$ cat src/rtl/core/vlpm_pkg.sv
// shared types and constants for the video layer priority mixer
package vlpm_pkg;

  // configuration register indexes
  localparam logic [2:0] REG_LAYER_ORDER     = 3'd0;
  localparam logic [2:0] REG_MIX_MODE        = 3'd1;
  localparam logic [2:0] REG_STENCIL_ENABLE  = 3'd2;
  localparam logic [2:0] REG_KEY_COLOUR      = 3'd3;
  localparam logic [2:0] REG_FALLBACK_COLOUR = 3'd4;

  // layer orders: S sprite, L bitmap, U screen/tilemap, first on top
  localparam logic [2:0] ORDER_SLU       = 3'd0;
  localparam logic [2:0] ORDER_LSU       = 3'd1;
  localparam logic [2:0] ORDER_SUL       = 3'd2;
  localparam logic [2:0] ORDER_LUS       = 3'd3;
  localparam logic [2:0] ORDER_USL       = 3'd4;
  localparam logic [2:0] ORDER_ULS       = 3'd5;
  localparam logic [2:0] ORDER_BLEND_ADD = 3'd6;
  localparam logic [2:0] ORDER_BLEND_SUB = 3'd7;

  // blend mix source
  localparam logic [1:0] MIX_SCREEN   = 2'd0;
  localparam logic [1:0] MIX_NONE     = 2'd1;
  localparam logic [1:0] MIX_COMBINED = 2'd2;
  localparam logic [1:0] MIX_TILEMAP  = 2'd3;

  // reset values
  localparam logic [7:0]  KEY_COLOUR_RST      = 8'hE3;
  localparam logic [15:0] FALLBACK_COLOUR_RST = 16'h0000;

  // queue between front and back
  localparam int Q_DEPTH = 4;
  localparam int Q_PTR_W = $clog2(Q_DEPTH);
  localparam int Q_CNT_W = $clog2(Q_DEPTH + 1);

  typedef struct packed {
    logic [2:0]  layer_order;
    logic [1:0]  mix_mode;
    logic        stencil_enable;
    logic [7:0]  key_colour;
    logic [15:0] fallback_colour;
  } cfg_t;

  typedef struct packed {
    logic [7:0]  c8;
    logic [8:0]  c9;
    logic [15:0] c16;
  } colour_t;

  // classified pixel handed from front to back
  typedef struct packed {
    logic        bm_pri;
    logic        bm_tr;
    logic [15:0] bm_c16;
    logic [8:0]  bm_c9;
    logic        spr_op;
    logic [15:0] spr_c;
    logic        uf_tr;
    logic [15:0] uf_c16;
    logic        u_shown;
    logic [8:0]  mix_c9;
    logic        mix_tr;
    logic        top_tr;
    logic [15:0] top_c16;
    logic        bot_tr;
    logic [15:0] bot_c16;
  } pix_class_t;

endpackage

$ cat src/rtl/core/vlpm_front.sv
// front end: transparency, screen/tilemap combine and blend source selection
module vlpm_front (
  input  vlpm_pkg::cfg_t       cfg,
  input  logic [2:0]           screen_flags,
  input  logic [32:0]          screen_colour,
  input  logic [3:0]           tile_flags,
  input  logic [32:0]          tile_colour,
  input  logic                 sprite_valid,
  input  logic [15:0]          sprite_colour,
  input  logic                 bitmap_valid,
  input  logic                 bitmap_priority,
  input  logic [32:0]          bitmap_colour,
  output vlpm_pkg::pix_class_t cls
);

  vlpm_pkg::colour_t scr_raw, tm_raw, bm_raw;
  vlpm_pkg::colour_t smix, scr, tm, st, ut, uf, mix, top, bot;
  logic s_en, s_border, s_clip, t_en, t_pix, t_below, t_text;
  logic smix_tr, s_tr, t_tr, st_tr, ut_tr, uf_tr, bm_tr, mix_tr, top_tr, bot_tr;

  // unpack the three colour forms
  assign scr_raw = vlpm_pkg::colour_t'({screen_colour[32:25], screen_colour[24:16],
                                        screen_colour[15:0]});
  assign tm_raw  = vlpm_pkg::colour_t'({tile_colour[32:25], tile_colour[24:16],
                                        tile_colour[15:0]});
  assign bm_raw  = vlpm_pkg::colour_t'({bitmap_colour[32:25], bitmap_colour[24:16],
                                        bitmap_colour[15:0]});

  assign s_en     = screen_flags[0];
  assign s_border = screen_flags[1];
  assign s_clip   = screen_flags[2];
  assign t_en     = tile_flags[0];
  assign t_pix    = tile_flags[1];
  assign t_below  = tile_flags[2];
  assign t_text   = tile_flags[3];

  // layer transparency and black-out
  assign smix_tr = s_clip || (scr_raw.c8 == cfg.key_colour);
  assign smix    = smix_tr ? '0 : scr_raw;
  assign s_tr    = smix_tr || !s_en;
  assign scr     = s_tr ? '0 : scr_raw;
  assign t_tr    = !t_en || !t_pix || (t_text && (tm_raw.c8 == cfg.key_colour));
  assign tm      = t_tr ? '0 : tm_raw;
  assign bm_tr   = !bitmap_valid || (bm_raw.c8 == cfg.key_colour);

  // stencil and below-priority combine
  assign st_tr = s_tr || t_tr;
  assign st    = st_tr ? '0 : (scr & tm);
  assign ut_tr = s_tr && t_tr;
  assign ut    = (!t_tr && (!t_below || s_tr)) ? tm : scr;

  always_comb begin
    if (cfg.stencil_enable && s_en && t_en) begin
      uf    = st;
      uf_tr = st_tr;
    end else begin
      uf    = ut;
      uf_tr = ut_tr;
    end
  end

  // blend mix colour and the layers around the sprite in blend orders
  always_comb begin
    mix    = '0;
    mix_tr = 1'b1;
    top    = tm;
    top_tr = 1'b1;
    bot    = tm;
    bot_tr = 1'b1;
    unique case (cfg.mix_mode)
      vlpm_pkg::MIX_SCREEN: begin
        mix    = smix;
        mix_tr = smix_tr;
        top_tr = t_tr || t_below;
        bot_tr = t_tr || !t_below;
      end
      vlpm_pkg::MIX_COMBINED: begin
        mix    = uf;
        mix_tr = uf_tr;
      end
      vlpm_pkg::MIX_TILEMAP: begin
        mix    = tm;
        mix_tr = t_tr;
        top    = scr;
        top_tr = s_tr || !t_below;
        bot    = scr;
        bot_tr = s_tr || t_below;
      end
      default: begin
        if (t_below) begin
          top    = scr;
          top_tr = s_tr;
          bot    = tm;
          bot_tr = t_tr;
        end else begin
          top    = tm;
          top_tr = t_tr;
          bot    = scr;
          bot_tr = s_tr;
        end
      end
    endcase
  end

  // pack the classified pixel
  always_comb begin
    cls.bm_pri  = bitmap_priority && !bm_tr;
    cls.bm_tr   = bm_tr;
    cls.bm_c16  = bm_tr ? 16'h0000 : bm_raw.c16;
    cls.bm_c9   = bm_tr ? 9'h000 : bm_raw.c9;
    cls.spr_op  = sprite_valid;
    cls.spr_c   = sprite_valid ? sprite_colour : 16'h0000;
    cls.uf_tr   = uf_tr;
    cls.uf_c16  = uf.c16;
    cls.u_shown = !uf_tr && !(s_border && t_tr && sprite_valid);
    cls.mix_c9  = mix.c9;
    cls.mix_tr  = mix_tr;
    cls.top_tr  = top_tr;
    cls.top_c16 = top.c16;
    cls.bot_tr  = bot_tr;
    cls.bot_c16 = bot.c16;
  end

endmodule

$ cat src/rtl/core/vlpm_queue.sv
// queue of classified pixels between front and back
module vlpm_queue (
  input  logic                 clk,
  input  logic                 rst_n,
  input  logic                 push,
  input  vlpm_pkg::pix_class_t push_data,
  output logic                 full,
  input  logic                 pop,
  output vlpm_pkg::pix_class_t pop_data,
  output logic                 empty
);

  vlpm_pkg::pix_class_t mem_r [vlpm_pkg::Q_DEPTH];
  logic [vlpm_pkg::Q_PTR_W-1:0] wr_ptr_r, wr_ptr_nxt, rd_ptr_r, rd_ptr_nxt;
  logic [vlpm_pkg::Q_CNT_W-1:0] count_r, count_nxt;

  assign full     = (count_r == vlpm_pkg::Q_CNT_W'(vlpm_pkg::Q_DEPTH));
  assign empty    = (count_r == '0);
  assign pop_data = mem_r[rd_ptr_r];

  // pointer and fill count update
  always_comb begin
    wr_ptr_nxt = push ? wr_ptr_r + 1'b1 : wr_ptr_r;
    rd_ptr_nxt = pop ? rd_ptr_r + 1'b1 : rd_ptr_r;
    count_nxt  = count_r;
    if (push && !pop) begin
      count_nxt = count_r + 1'b1;
    end else if (pop && !push) begin
      count_nxt = count_r - 1'b1;
    end
  end

  always_ff @(posedge clk) begin
    if (!rst_n) begin
      wr_ptr_r <= '0;
      rd_ptr_r <= '0;
      count_r  <= '0;
    end else begin
      wr_ptr_r <= wr_ptr_nxt;
      rd_ptr_r <= rd_ptr_nxt;
      count_r  <= count_nxt;
    end
  end

  // storage
  always_ff @(posedge clk) begin
    if (push) begin
      mem_r[wr_ptr_r] <= push_data;
    end
  end

  // no write into a full queue, no read from an empty one
  a_no_overflow: assert property (@(posedge clk) disable iff (!rst_n) push |-> !full)
    else $error("push into full queue");
  a_no_underflow: assert property (@(posedge clk) disable iff (!rst_n) pop |-> !empty)
    else $error("pop from empty queue");
  // count tracks the pointers
  a_count_match: assert property (@(posedge clk) disable iff (!rst_n)
      (count_r != vlpm_pkg::Q_CNT_W'(vlpm_pkg::Q_DEPTH)) |->
      (count_r[vlpm_pkg::Q_PTR_W-1:0] == (wr_ptr_r - rd_ptr_r)))
    else $error("fill count disagrees with pointers");

endmodule

$ cat src/rtl/core/vlpm_back.sv
// back end: layer order selection, additive or subtractive blend and result buffer
module vlpm_back (
  input  logic                 clk,
  input  logic                 rst_n,
  input  vlpm_pkg::cfg_t       cfg,
  input  logic                 q_empty,
  input  vlpm_pkg::pix_class_t q_data,
  output logic                 q_pop,
  output logic                 empty,
  input  logic                 pop,
  output logic [15:0]          pixel_colour
);

  vlpm_pkg::pix_class_t c;
  logic [3:0]  r_sum, g_sum, b_sum;
  logic [2:0]  r_bl, g_bl, b_bl;
  logic [15:0] blended, colour;
  logic [15:0] buf_r [2];
  logic        wr_ptr_r, rd_ptr_r;
  logic [1:0]  count_r, count_nxt;
  logic        out_pop;

  function automatic logic [2:0] sat_add(input logic [3:0] s);
    sat_add = s[3] ? 3'd7 : s[2:0];
  endfunction

  function automatic logic [2:0] minus_five(input logic [3:0] s);
    logic [3:0] d;
    d = s - 4'd5;
    if (s <= 4'd4) begin
      minus_five = 3'd0;
    end else if (s[3:2] == 2'b11) begin
      minus_five = 3'd7;
    end else begin
      minus_five = d[2:0];
    end
  endfunction

  assign c = q_data;

  // per-channel sums of bitmap and mix colour
  assign r_sum = {1'b0, c.bm_c9[8:6]} + {1'b0, c.mix_c9[8:6]};
  assign g_sum = {1'b0, c.bm_c9[5:3]} + {1'b0, c.mix_c9[5:3]};
  assign b_sum = {1'b0, c.bm_c9[2:0]} + {1'b0, c.mix_c9[2:0]};

  always_comb begin
    if (cfg.layer_order == vlpm_pkg::ORDER_BLEND_ADD) begin
      r_bl = sat_add(r_sum);
      g_bl = sat_add(g_sum);
      b_bl = sat_add(b_sum);
    end else if (!c.mix_tr) begin
      r_bl = minus_five(r_sum);
      g_bl = minus_five(g_sum);
      b_bl = minus_five(b_sum);
    end else begin
      r_bl = r_sum[2:0];
      g_bl = g_sum[2:0];
      b_bl = b_sum[2:0];
    end
  end

  assign blended = {r_bl, 1'b0, g_bl, 1'b0, b_bl, 5'b00000};

  // priority pick per layer order
  always_comb begin
    colour = cfg.fallback_colour;
    unique case (cfg.layer_order)
      vlpm_pkg::ORDER_SLU: begin
        if (c.bm_pri) colour = c.bm_c16;
        else if (c.spr_op) colour = c.spr_c;
        else if (!c.bm_tr) colour = c.bm_c16;
        else if (!c.uf_tr) colour = c.uf_c16;
      end
      vlpm_pkg::ORDER_LSU: begin
        if (!c.bm_tr) colour = c.bm_c16;
        else if (c.spr_op) colour = c.spr_c;
        else if (!c.uf_tr) colour = c.uf_c16;
      end
      vlpm_pkg::ORDER_SUL: begin
        if (c.bm_pri) colour = c.bm_c16;
        else if (c.spr_op) colour = c.spr_c;
        else if (!c.uf_tr) colour = c.uf_c16;
        else if (!c.bm_tr) colour = c.bm_c16;
      end
      vlpm_pkg::ORDER_LUS: begin
        if (!c.bm_tr) colour = c.bm_c16;
        else if (c.u_shown) colour = c.uf_c16;
        else if (c.spr_op) colour = c.spr_c;
      end
      vlpm_pkg::ORDER_USL: begin
        if (c.bm_pri) colour = c.bm_c16;
        else if (c.u_shown) colour = c.uf_c16;
        else if (c.spr_op) colour = c.spr_c;
        else if (!c.bm_tr) colour = c.bm_c16;
      end
      vlpm_pkg::ORDER_ULS: begin
        if (c.bm_pri) colour = c.bm_c16;
        else if (c.u_shown) colour = c.uf_c16;
        else if (!c.bm_tr) colour = c.bm_c16;
        else if (c.spr_op) colour = c.spr_c;
      end
      default: begin
        if (c.bm_pri) colour = blended;
        else if (!c.top_tr) colour = c.top_c16;
        else if (c.spr_op) colour = c.spr_c;
        else if (!c.bot_tr) colour = c.bot_c16;
        else if (!c.bm_tr) colour = blended;
      end
    endcase
  end

  // two-entry result buffer, takes a pixel whenever a slot is free or a result is popped at the same edge
  assign out_pop      = pop && !empty;
  assign empty        = (count_r == 2'd0);
  assign q_pop        = !q_empty && ((count_r != 2'd2) || out_pop);
  assign pixel_colour = buf_r[rd_ptr_r];

  always_comb begin
    count_nxt = count_r;
    if (q_pop && !out_pop) begin
      count_nxt = count_r + 2'd1;
    end else if (out_pop && !q_pop) begin
      count_nxt = count_r - 2'd1;
    end
  end

  always_ff @(posedge clk) begin
    if (!rst_n) begin
      wr_ptr_r <= 1'b0;
      rd_ptr_r <= 1'b0;
      count_r  <= 2'd0;
    end else begin
      if (q_pop) wr_ptr_r <= !wr_ptr_r;
      if (out_pop) rd_ptr_r <= !rd_ptr_r;
      count_r <= count_nxt;
    end
  end

  always_ff @(posedge clk) begin
    if (q_pop) begin
      buf_r[wr_ptr_r] <= colour;
    end
  end

  // buffer never holds more than two results
  a_buf_bound: assert property (@(posedge clk) disable iff (!rst_n) count_r != 2'd3)
    else $error("result buffer overfilled");
  // a full buffer with no pop stalls the queue
  a_stall: assert property (@(posedge clk) disable iff (!rst_n)
      ((count_r == 2'd2) && !pop) |-> !q_pop)
    else $error("queue read while result buffer full");
  // a waiting classified pixel reaches the buffer next cycle when space exists
  a_progress: assert property (@(posedge clk) disable iff (!rst_n)
      (!q_empty && (count_r == 2'd0)) |=> !empty)
    else $error("pixel did not advance to result buffer");

endmodule

$ cat src/rtl/core/video_layer_priority_mixer_unit.sv
// top level of the video layer priority mixer: config registers and front/back wiring
//
// Usage: one pixel's layer flags and colours form an input transaction; it is
// taken at a rising edge with push high and full low. Each input gives exactly
// one result, pixel_colour, shown while empty is low and taken on pop.
// Configuration writes use cfg_valid/cfg_ready (ready is always high) with
// cfg_index 0..4 = layer_order, mix_mode, stencil_enable, key_colour,
// fallback_colour; other indexes are ignored. Write only while idle.
// Path: the front classifies each pixel into a 4-entry queue, and the back end
// picks and blends it into a 2-entry buffer, from which it is shown and popped.
// Throughput: one pixel per cycle sustained while the receiver keeps popping;
// the back end's order/blend logic is a single combinational pass.
// Reset: both queues empty, full low, empty high, registers at reset values
// (key colour 0xE3, others 0).
// When the receiver stalls, the result buffer fills, then the queue, and full
// rises after six pixels are held; nothing is dropped.
module video_layer_priority_mixer_unit (
  input  logic        clk,
  input  logic        rst_n,
  // input transactions
  input  logic        push,
  output logic        full,
  input  logic [2:0]  in_screen_flags,
  input  logic [32:0] in_screen_colour,
  input  logic [3:0]  in_tile_flags,
  input  logic [32:0] in_tile_colour,
  input  logic        in_sprite_valid,
  input  logic [15:0] in_sprite_colour,
  input  logic        in_bitmap_valid,
  input  logic        in_bitmap_priority,
  input  logic [32:0] in_bitmap_colour,
  // result transactions
  output logic        empty,
  input  logic        pop,
  output logic [15:0] out_pixel_colour,
  // configuration writes
  input  logic        cfg_valid,
  output logic        cfg_ready,
  input  logic [2:0]  cfg_index,
  input  logic [15:0] cfg_data
);

  vlpm_pkg::cfg_t       cfg_r;
  vlpm_pkg::pix_class_t front_cls, q_data;
  logic                 q_push, q_full, q_pop, q_empty;

  // configuration register file
  assign cfg_ready = 1'b1;

  always_ff @(posedge clk) begin
    if (!rst_n) begin
      cfg_r.layer_order     <= vlpm_pkg::ORDER_SLU;
      cfg_r.mix_mode        <= vlpm_pkg::MIX_SCREEN;
      cfg_r.stencil_enable  <= 1'b0;
      cfg_r.key_colour      <= vlpm_pkg::KEY_COLOUR_RST;
      cfg_r.fallback_colour <= vlpm_pkg::FALLBACK_COLOUR_RST;
    end else if (cfg_valid && cfg_ready) begin
      unique case (cfg_index)
        vlpm_pkg::REG_LAYER_ORDER:     cfg_r.layer_order     <= cfg_data[2:0];
        vlpm_pkg::REG_MIX_MODE:        cfg_r.mix_mode        <= cfg_data[1:0];
        vlpm_pkg::REG_STENCIL_ENABLE:  cfg_r.stencil_enable  <= cfg_data[0];
        vlpm_pkg::REG_KEY_COLOUR:      cfg_r.key_colour      <= cfg_data[7:0];
        vlpm_pkg::REG_FALLBACK_COLOUR: cfg_r.fallback_colour <= cfg_data;
        default: ;
      endcase
    end
  end

  // front end classifies each accepted pixel
  vlpm_front u_front (
    .cfg             (cfg_r),
    .screen_flags    (in_screen_flags),
    .screen_colour   (in_screen_colour),
    .tile_flags      (in_tile_flags),
    .tile_colour     (in_tile_colour),
    .sprite_valid    (in_sprite_valid),
    .sprite_colour   (in_sprite_colour),
    .bitmap_valid    (in_bitmap_valid),
    .bitmap_priority (in_bitmap_priority),
    .bitmap_colour   (in_bitmap_colour),
    .cls             (front_cls)
  );

  assign full   = q_full;
  assign q_push = push && !q_full;

  vlpm_queue u_queue (
    .clk       (clk),
    .rst_n     (rst_n),
    .push      (q_push),
    .push_data (front_cls),
    .full      (q_full),
    .pop       (q_pop),
    .pop_data  (q_data),
    .empty     (q_empty)
  );

  // back end resolves and buffers results
  vlpm_back u_back (
    .clk          (clk),
    .rst_n        (rst_n),
    .cfg          (cfg_r),
    .q_empty      (q_empty),
    .q_data       (q_data),
    .q_pop        (q_pop),
    .empty        (empty),
    .pop          (pop),
    .pixel_colour (out_pixel_colour)
  );

endmodule
$ cat config.mk
export PLATFORM = sky130hd
export DESIGN_NAME = video_layer_priority_mixer_unit
export DESIGN_NICKNAME = d
export VERILOG_FILES = /design/src/rtl/core/vlpm_pkg.sv /design/src/rtl/core/vlpm_front.sv /design/src/rtl/core/vlpm_queue.sv /design/src/rtl/core/vlpm_back.sv /design/src/rtl/core/video_layer_priority_mixer_unit.sv
export SDC_FILE = /design/constraint.sdc
export NUM_CORES = 1
export LEC_CHECK = 0
export BUFFER_PORTS_ARGS = -buffer_cell sky130_fd_sc_hd__buf_4
export CORE_ASPECT_RATIO = 0.9
export CORE_UTILIZATION = 55
export DETAILED_ROUTE_END_ITERATION = 8
export GPL_TIMING_DRIVEN = 0
export PLACE_DENSITY = 0.75
export SLEW_MARGIN = 20
export SYNTH_ARGS = -nofsm -noshare
export SYNTH_HDL_FRONTEND = slang
export SYNTH_SLANG_ARGS = --single-unit
export TNS_END_PERCENT = 10
$ cat constraint.sdc
create_clock -name clk -period 4.9 [get_ports clk]
set_input_delay 1.47 -clock clk [delete_from_list [all_inputs] [get_ports clk]]
set_output_delay 1.47 -clock clk [all_outputs]
set_load 0.1 [all_outputs]
* Yosys cells after proc, flatten, opt, wreduce, memory -nomap -nowiden *
Memory sizes are Yosys's and may differ from the RTL's. A register that Yosys moved wholly into a read port is not among the register bits.
Cells that the tools add are included.
Widths: inputs -> output; s select.

word-level totals
  bits in registers = 41
  latch bits = 0
  RAM bits = 456
  ROM bits = 0
  memories kept = 2

operators by class
  $add $sub $neg = 12
  $mul = 0
  divide/modulo/power cells = 0
  magnitude comparators = 3
  equal/unequal tests = 20
  shift-type cells = 0
  muxes and demuxes = 72
  bitwise gates (word level) = 1
  reductions and logical operators = 57

memory list
  memory         depth  bits a word  read ports  clocked after memory_dff  wr ports  line              text
  u_queue.mem_r  4      106          1           1                         1         vlpm_queue.sv:13  vlpm_pkg::pix_class_t mem_r [vlpm_pkg::Q_DEPTH];
  u_back.buf_r   2      16           1           1                         1         vlpm_back.sv:18   logic [15:0] buf_r [2];

operators with widths
  operator             count
  $mux 16              28
  $mux 25              6
  $pmux 16 s6          1
  $pmux 25 s3          1
  $pmux 16 s2          2
  $mux 3               17
  $and 25x25->25       1
  $eq 8x8->1           3
  $logic_not 1->1      17
  $logic_and 1x1->1    16
  $eq 3x3->1 const B   5
  $add 3x3->4          3
  $eq 3x2->1 const B   4
  $le 4x3->1 const B   3
  $logic_or 1x1->1     11
  $eq 2x2->1 const B   5
  $reduce_and 2->1     5
  $logic_not 3->1      3
  $mux 1               9
  $mux 9               1
  $pmux 1 s3           3
  $sub 3x3->3 const B  3
  $mux 2               4
  $add 2x1->2 const B  3
  8 further kinds      11

* Logic depth before layout (Yosys ltp) *
  word-level depth = 12
  depth in mapped cells = 18
  mapped depth without buffers = 11

* Cells and area by module *
Synthesis repeated with hierarchy kept, for this count alone.

unflattened totals
  cells, all modules = 1728
  area, all modules = 24238.2 um^2

modules (own cells, without submodules)
  module                           times used  cells an instance  area an instance (um^2)  seq. area each (um^2)
  vlpm_queue                       1           597                15733.8                  12912.4
  vlpm_back                        1           680                5447.7                   1061.0
  vlpm_front                       1           323                1811.7                   0.0
  video_layer_priority_mixer_unit  1           128                1244.9                   600.6

* Least setup slack after synthesis *
No wires, ideal clock.

  kind = reg-to-reg
  start point = reg u_queue.count_r[0] (netlist bit)
  end point = mem u_queue.mem_r[0][0] (netlist bit) (enable)
  setup time = 728 ps
  data arrival time = 4247 ps
  required time = 4172 ps
  path slack = -75 ps
  cell stages (with the launch flop) = 5
  cells stage by stage = dfxtp_1 -> nor3b_1 -> nor2b_1 -> clkbuf_1 -> and2_1

on the way
  cells in the longest elaborated chain, start to end = 5

ends and longest elaborated chain
  item                          line                                   text
  start, declared               vlpm_queue.sv:15                       logic [vlpm_pkg::Q_CNT_W-1:0] count_r, count_nxt;
  start signal, assigned        vlpm_queue.sv:41                       count_r <= count_nxt;
  $eq 3x3->1                    vlpm_queue.sv:17                       assign full = (count_r == vlpm_pkg::Q_CNT_W'(vlpm_pkg::Q_DEPTH));
  named net full                video_layer_priority_mixer_unit.sv:22  output logic full,
  $logic_not 1->1               video_layer_priority_mixer_unit.sv:85  assign q_push = push && !q_full;
  $logic_and 1x1->1             video_layer_priority_mixer_unit.sv:85
  named net q_push              video_layer_priority_mixer_unit.sv:45  logic q_push, q_full, q_pop, q_empty;
  $mux 1                        vlpm_queue.sv:47                       if (push) begin
  $mux 1 (not written as such)  vlpm_queue.sv:48                       mem_r[wr_ptr_r] <= push_data;
  end, declared                 vlpm_queue.sv:13

The timed path passes the listed nets, and every way through them passes these cells.

==> metrics.md <==
| Metric | Value |
|---|---|
| Dpl cells | around 2500 |
| #FFs+latches synth | 500 |
| Die Height | a little over 200 um |
| Period utilization | 95.3% |
| Measured slew at the worst slew-check pin | approximately 1.2 ns |
| Post-synth cell types | 88 |
| Largest buffer count on any clock path | 3 |
| Post-detailed-placement half-perimeter wirelength | roughly 56000 um |
| Relative slew slack | 19.5% |
| Unrepaired setup endpoints after global routing | no |
| Critical Setup Path Class | reg -> reg |
| Proportion of layout cells with a drive suffix above 1 | around 23% |
| Maximum achievable frequency | 214 MHz |
| Wire length per cell | between 20 and 30 um |
| Pins over their slew limit | 0 |
| Starting density of the core | 56.2% |
| Vias after detailed routing | approximately 17000 |
| Cts bufs inserted | between 40 and 50 |
| Worst VDD drop | 0.355 mV |
| Via count normalized by instance count | 6.68 |
| Utilization after layout | between 60 and 70% |
| Total leakage power | between 9 and 10 nW |
| Data arrival time at the worst-slack endpoint | roughly 5 ns |
| Total grt overflow | 0 |
| Drt initial violations | ~2400 |
| Post-synthesis net count | roughly 2000 |
| Count of yosys warnings during synthesis | 0 |
| Antenna violation net count after detailed routing | 0 |
| Global placer's final weighted congestion | about 1.0 |
| Crit. End Element | register |
| Power Total | 16.5 mW |
| All-layer global routing usage | around a third |
| Via count of the first global-routing pass | roughly 17000 |
| Main flop type after synthesis | sky130_fd_sc_hd__edfxtp_1 |
| Ranking of synthesized cells by area | sky130_fd_sc_hd__edfxtp_1 56%, sky130_fd_sc_hd__mux4_2 9.9%, sky130_fd_sc_hd__dfxtp_1 3.6%, sky130_fd_sc_hd__nand2_1 2.7%, sky130_fd_sc_hd__o21ai_0 2.0% |
| Sequential element share of the synthesized area | 60.0% |
| Hold Worst Slack | between 0.5 and 0.6 ns |
| Antenna violations before repair | 2 |
| Count of endpoints failing setup in the final report | 0 |
| Die X-Extent | 224 um |
| CTS tree | built |
| Detailed-router iteration count before antenna repair | 6 |
| Max capacitance violation total | 0 |
| Crit-path max FO | 19 |
| Number of instances in the synthesized netlist | ~1800 |
| Min-delay worst type | reg -> reg |
| Non-filler cells in the finished layout | about 2600 |
| CTS H-tree depth | 2 |
| Later-pin clock latency in the skew report | roughly 0.6 ns |
| Count of fill cells added during filler insertion | between 3000 and 4000 |
| Die area | roughly 45000 um^2 |
| IO Count | between 150 and 200 |
| Fin. Hold Viols | 0 |
| Post-synth top area share | between 50% and 60% |
| Yosys top cell by area | sky130_fd_sc_hd__edfxtp_1 |
| DRC viols | 0 |
| Synth Cell Area | between 20000 and 25000 um^2 |
| # clock sinks | 500 |
| Number of enable-type register cells in the synthesized netlist | approximately 460 |
| Fraction of synthesis flops using an asynchronous set or reset pin | 0% |
| Post-Syn Area per Cell | about 14 um^2 |
| Antenna diode instance count | 0 |
| DRT Wirelength | between 70000 and 80000 um |
| Power per cell area | around 590 nW/um^2 |
| Number of buffers inserted to repair setup after CTS | 0 |
| Run status | complete, no violations |
| Post-layout minimum cycle time | about 4.7 ns |
| Req. time, crit path | around 5.2 ns |
| Area Growth Syn to Fin | 15.8% |
| Floorplan row count | 72 |
| Root Buffer Master | sky130_fd_sc_hd__clkbuf_16 |
| First-pass GRT wire length | 112000 um |
| Clock transition at path regs | roughly 0.06 ns |
| Count of buffers from port buffering | 166 |
| Final sum of negative setup slack | 0 ns |
| Crit start category | register |
| Fin nets | between 2000 and 2500 |
| Pin count of the biggest net entering global routing | 50 |
| Core footprint | between 40000 and 50000 um^2 |
| Setup clock skew after layout | around 0.024 ns |
-- cell families (layout without fill, tap and decap cells) --
group	count (synthesis)	after routing	synth area share [%]
mux	169	169	12.7
compound gates	396	396	10.9
other cells	1	1	0.0154
simple gates	519	519	10.6
fa+ha+maj	25	25	1.41
flops	500	500	60.0
xor+xnor	36	36	1.30
buf+inv	153	415	3.06
-- routing by layer --
| layer | wire (um) | up-vias | GRT usage (%) |
|---|---|---|---|
| li1 | - | 7471 | - |
| met1 | 31500 | 8617 | 49.6 |
| met2 | 34800 | 1195 | 53.0 |
| met3 | 8250 | 191 | 6.43 |
| met4 | 2890 | 0 | 12.9 |
| met5 | 0 | - | 0 |
-- sequential cells by signal, indices dropped and copies added (netlist names), named ones only --
name,count
u_queue.mem_r,424
u_back.buf_r,32
cfg_r,30
u_queue.count_r,3
u_back.count_r,2
u_queue.rd_ptr_r,2
u_queue.wr_ptr_r,2
u_back.rd_ptr_r,1
u_back.wr_ptr_r,1
-- path summary, 6_finish.rpt --
check                                         from  cells after the start  slack, ns                  end
worst max-delay path                      register                     14       0.23  u_back.buf_r[0][11]
worst min-delay path            u_queue.count_r[2]                      2       0.52   u_queue.count_r[2]
worst max register to register            register                     14       0.23  u_back.buf_r[0][11]
worst min register to register  u_queue.count_r[2]                      2       0.52   u_queue.count_r[2]
-- final cells by class --
type	count	area (um^2)	area share (%)
plain buffers	110	617	2.19
clock buffers	63	1290	4.58
clock inverters	25	279	0.991
inverters	39	146	0.520
multi-input cells	1146	9040	32.1
flip-flops and latches	500	14600	51.8
well taps	555	694	2.47
repair buffers	178	1500	5.34
-- where the power goes --
part | total (mW) | switching [mW] | internal [mW] | leakage (nW)
Clock | 3.72 | 1.59 | 2.13 | 0.770
Sequential | 5.47 | 0.152 | 5.31 | 4.64
Combinational | 7.31 | 4.79 | 2.52 | 4.20
-- cell usage in the layout (no fill, tap or decap), types with 28 or more instances in the layout --
master | netlist | final
sky130_fd_sc_hd__mux4_2 | 107 | 107
sky130_fd_sc_hd__edfxtp_1 | 456 | 456
sky130_fd_sc_hd__a21oi_1 | 72 | 72
sky130_fd_sc_hd__inv_1 | 38 | 38
sky130_fd_sc_hd__nor2_1 | 65 | 64
sky130_fd_sc_hd__and2_1 | 74 | 70
sky130_fd_sc_hd__clkbuf_16 | 0 | 50
sky130_fd_sc_hd__nor2b_1 | 39 | 39
sky130_fd_sc_hd__dfxtp_1 | 44 | 44
sky130_fd_sc_hd__mux2_2 | 29 | 29
sky130_fd_sc_hd__nand3_1 | 65 | 65
sky130_fd_sc_hd__mux2i_1 | 28 | 28
sky130_fd_sc_hd__buf_4 | 8 | 171
sky130_fd_sc_hd__nand2_1 | 178 | 178
sky130_fd_sc_hd__clkbuf_1 | 58 | 70
sky130_fd_sc_hd__o21ai_0 | 95 | 94
sky130_fd_sc_hd__a31oi_1 | 45 | 44
-- cell usage after synthesis, types with 21 or more instances --
cell and number:
sky130_fd_sc_hd__a21oi_1 72, sky130_fd_sc_hd__a31oi_1 45, sky130_fd_sc_hd__ha_1 21, sky130_fd_sc_hd__nor2b_1 39, sky130_fd_sc_hd__buf_2 31, sky130_fd_sc_hd__nor2_1 65, sky130_fd_sc_hd__and2_1 74, sky130_fd_sc_hd__nand3_1 65
sky130_fd_sc_hd__dfxtp_1 44, sky130_fd_sc_hd__o21ai_0 95, sky130_fd_sc_hd__nand2b_1 22, sky130_fd_sc_hd__mux2i_1 28, sky130_fd_sc_hd__a21boi_0 24, sky130_fd_sc_hd__mux4_2 107, sky130_fd_sc_hd__nand2_1 178, sky130_fd_sc_hd__edfxtp_1 456
sky130_fd_sc_hd__clkbuf_1 58, sky130_fd_sc_hd__mux2_2 29, sky130_fd_sc_hd__xor2_1 27, sky130_fd_sc_hd__inv_1 38
-- critical path, cell delays in order, from the launching register on --
cell	delay (ns)
sky130_fd_sc_hd__dfxtp_1	0.44
sky130_fd_sc_hd__buf_6	0.31
sky130_fd_sc_hd__buf_4	0.31
sky130_fd_sc_hd__buf_6	0.29
sky130_fd_sc_hd__clkbuf_4	0.30
sky130_fd_sc_hd__mux4_2	0.40
sky130_fd_sc_hd__fa_1	0.56
sky130_fd_sc_hd__inv_1	0.07
sky130_fd_sc_hd__ha_1	0.21
sky130_fd_sc_hd__nor2b_1	0.13
sky130_fd_sc_hd__a2111oi_0	0.43
sky130_fd_sc_hd__a221oi_1	0.21
sky130_fd_sc_hd__a21oi_1	0.18
sky130_fd_sc_hd__o311a_1	0.33
sky130_fd_sc_hd__o22ai_1	0.16
-- what timing repair did --
| item | in CTS | in global routing |
|---|---|---|
| cloned | 0 | 1 |
| hold buffers | 0 | 0 |
| setup endpoints to repair | 18 | 8 |
| pin swaps | 0 | 0 |
| resized for setup | 7 | 9 |
-- stage by stage --
step	worst slack, ns	instance area (um^2)
after floorplan	0.117	24300
after global placement	-2.01	26300
after detailed placement	-0.986	26500
after CTS	0.0148	28100
after global routing	0.0800	28100
final	0.229	28100
Note: power is estimated with default switching activity, not from simulation.
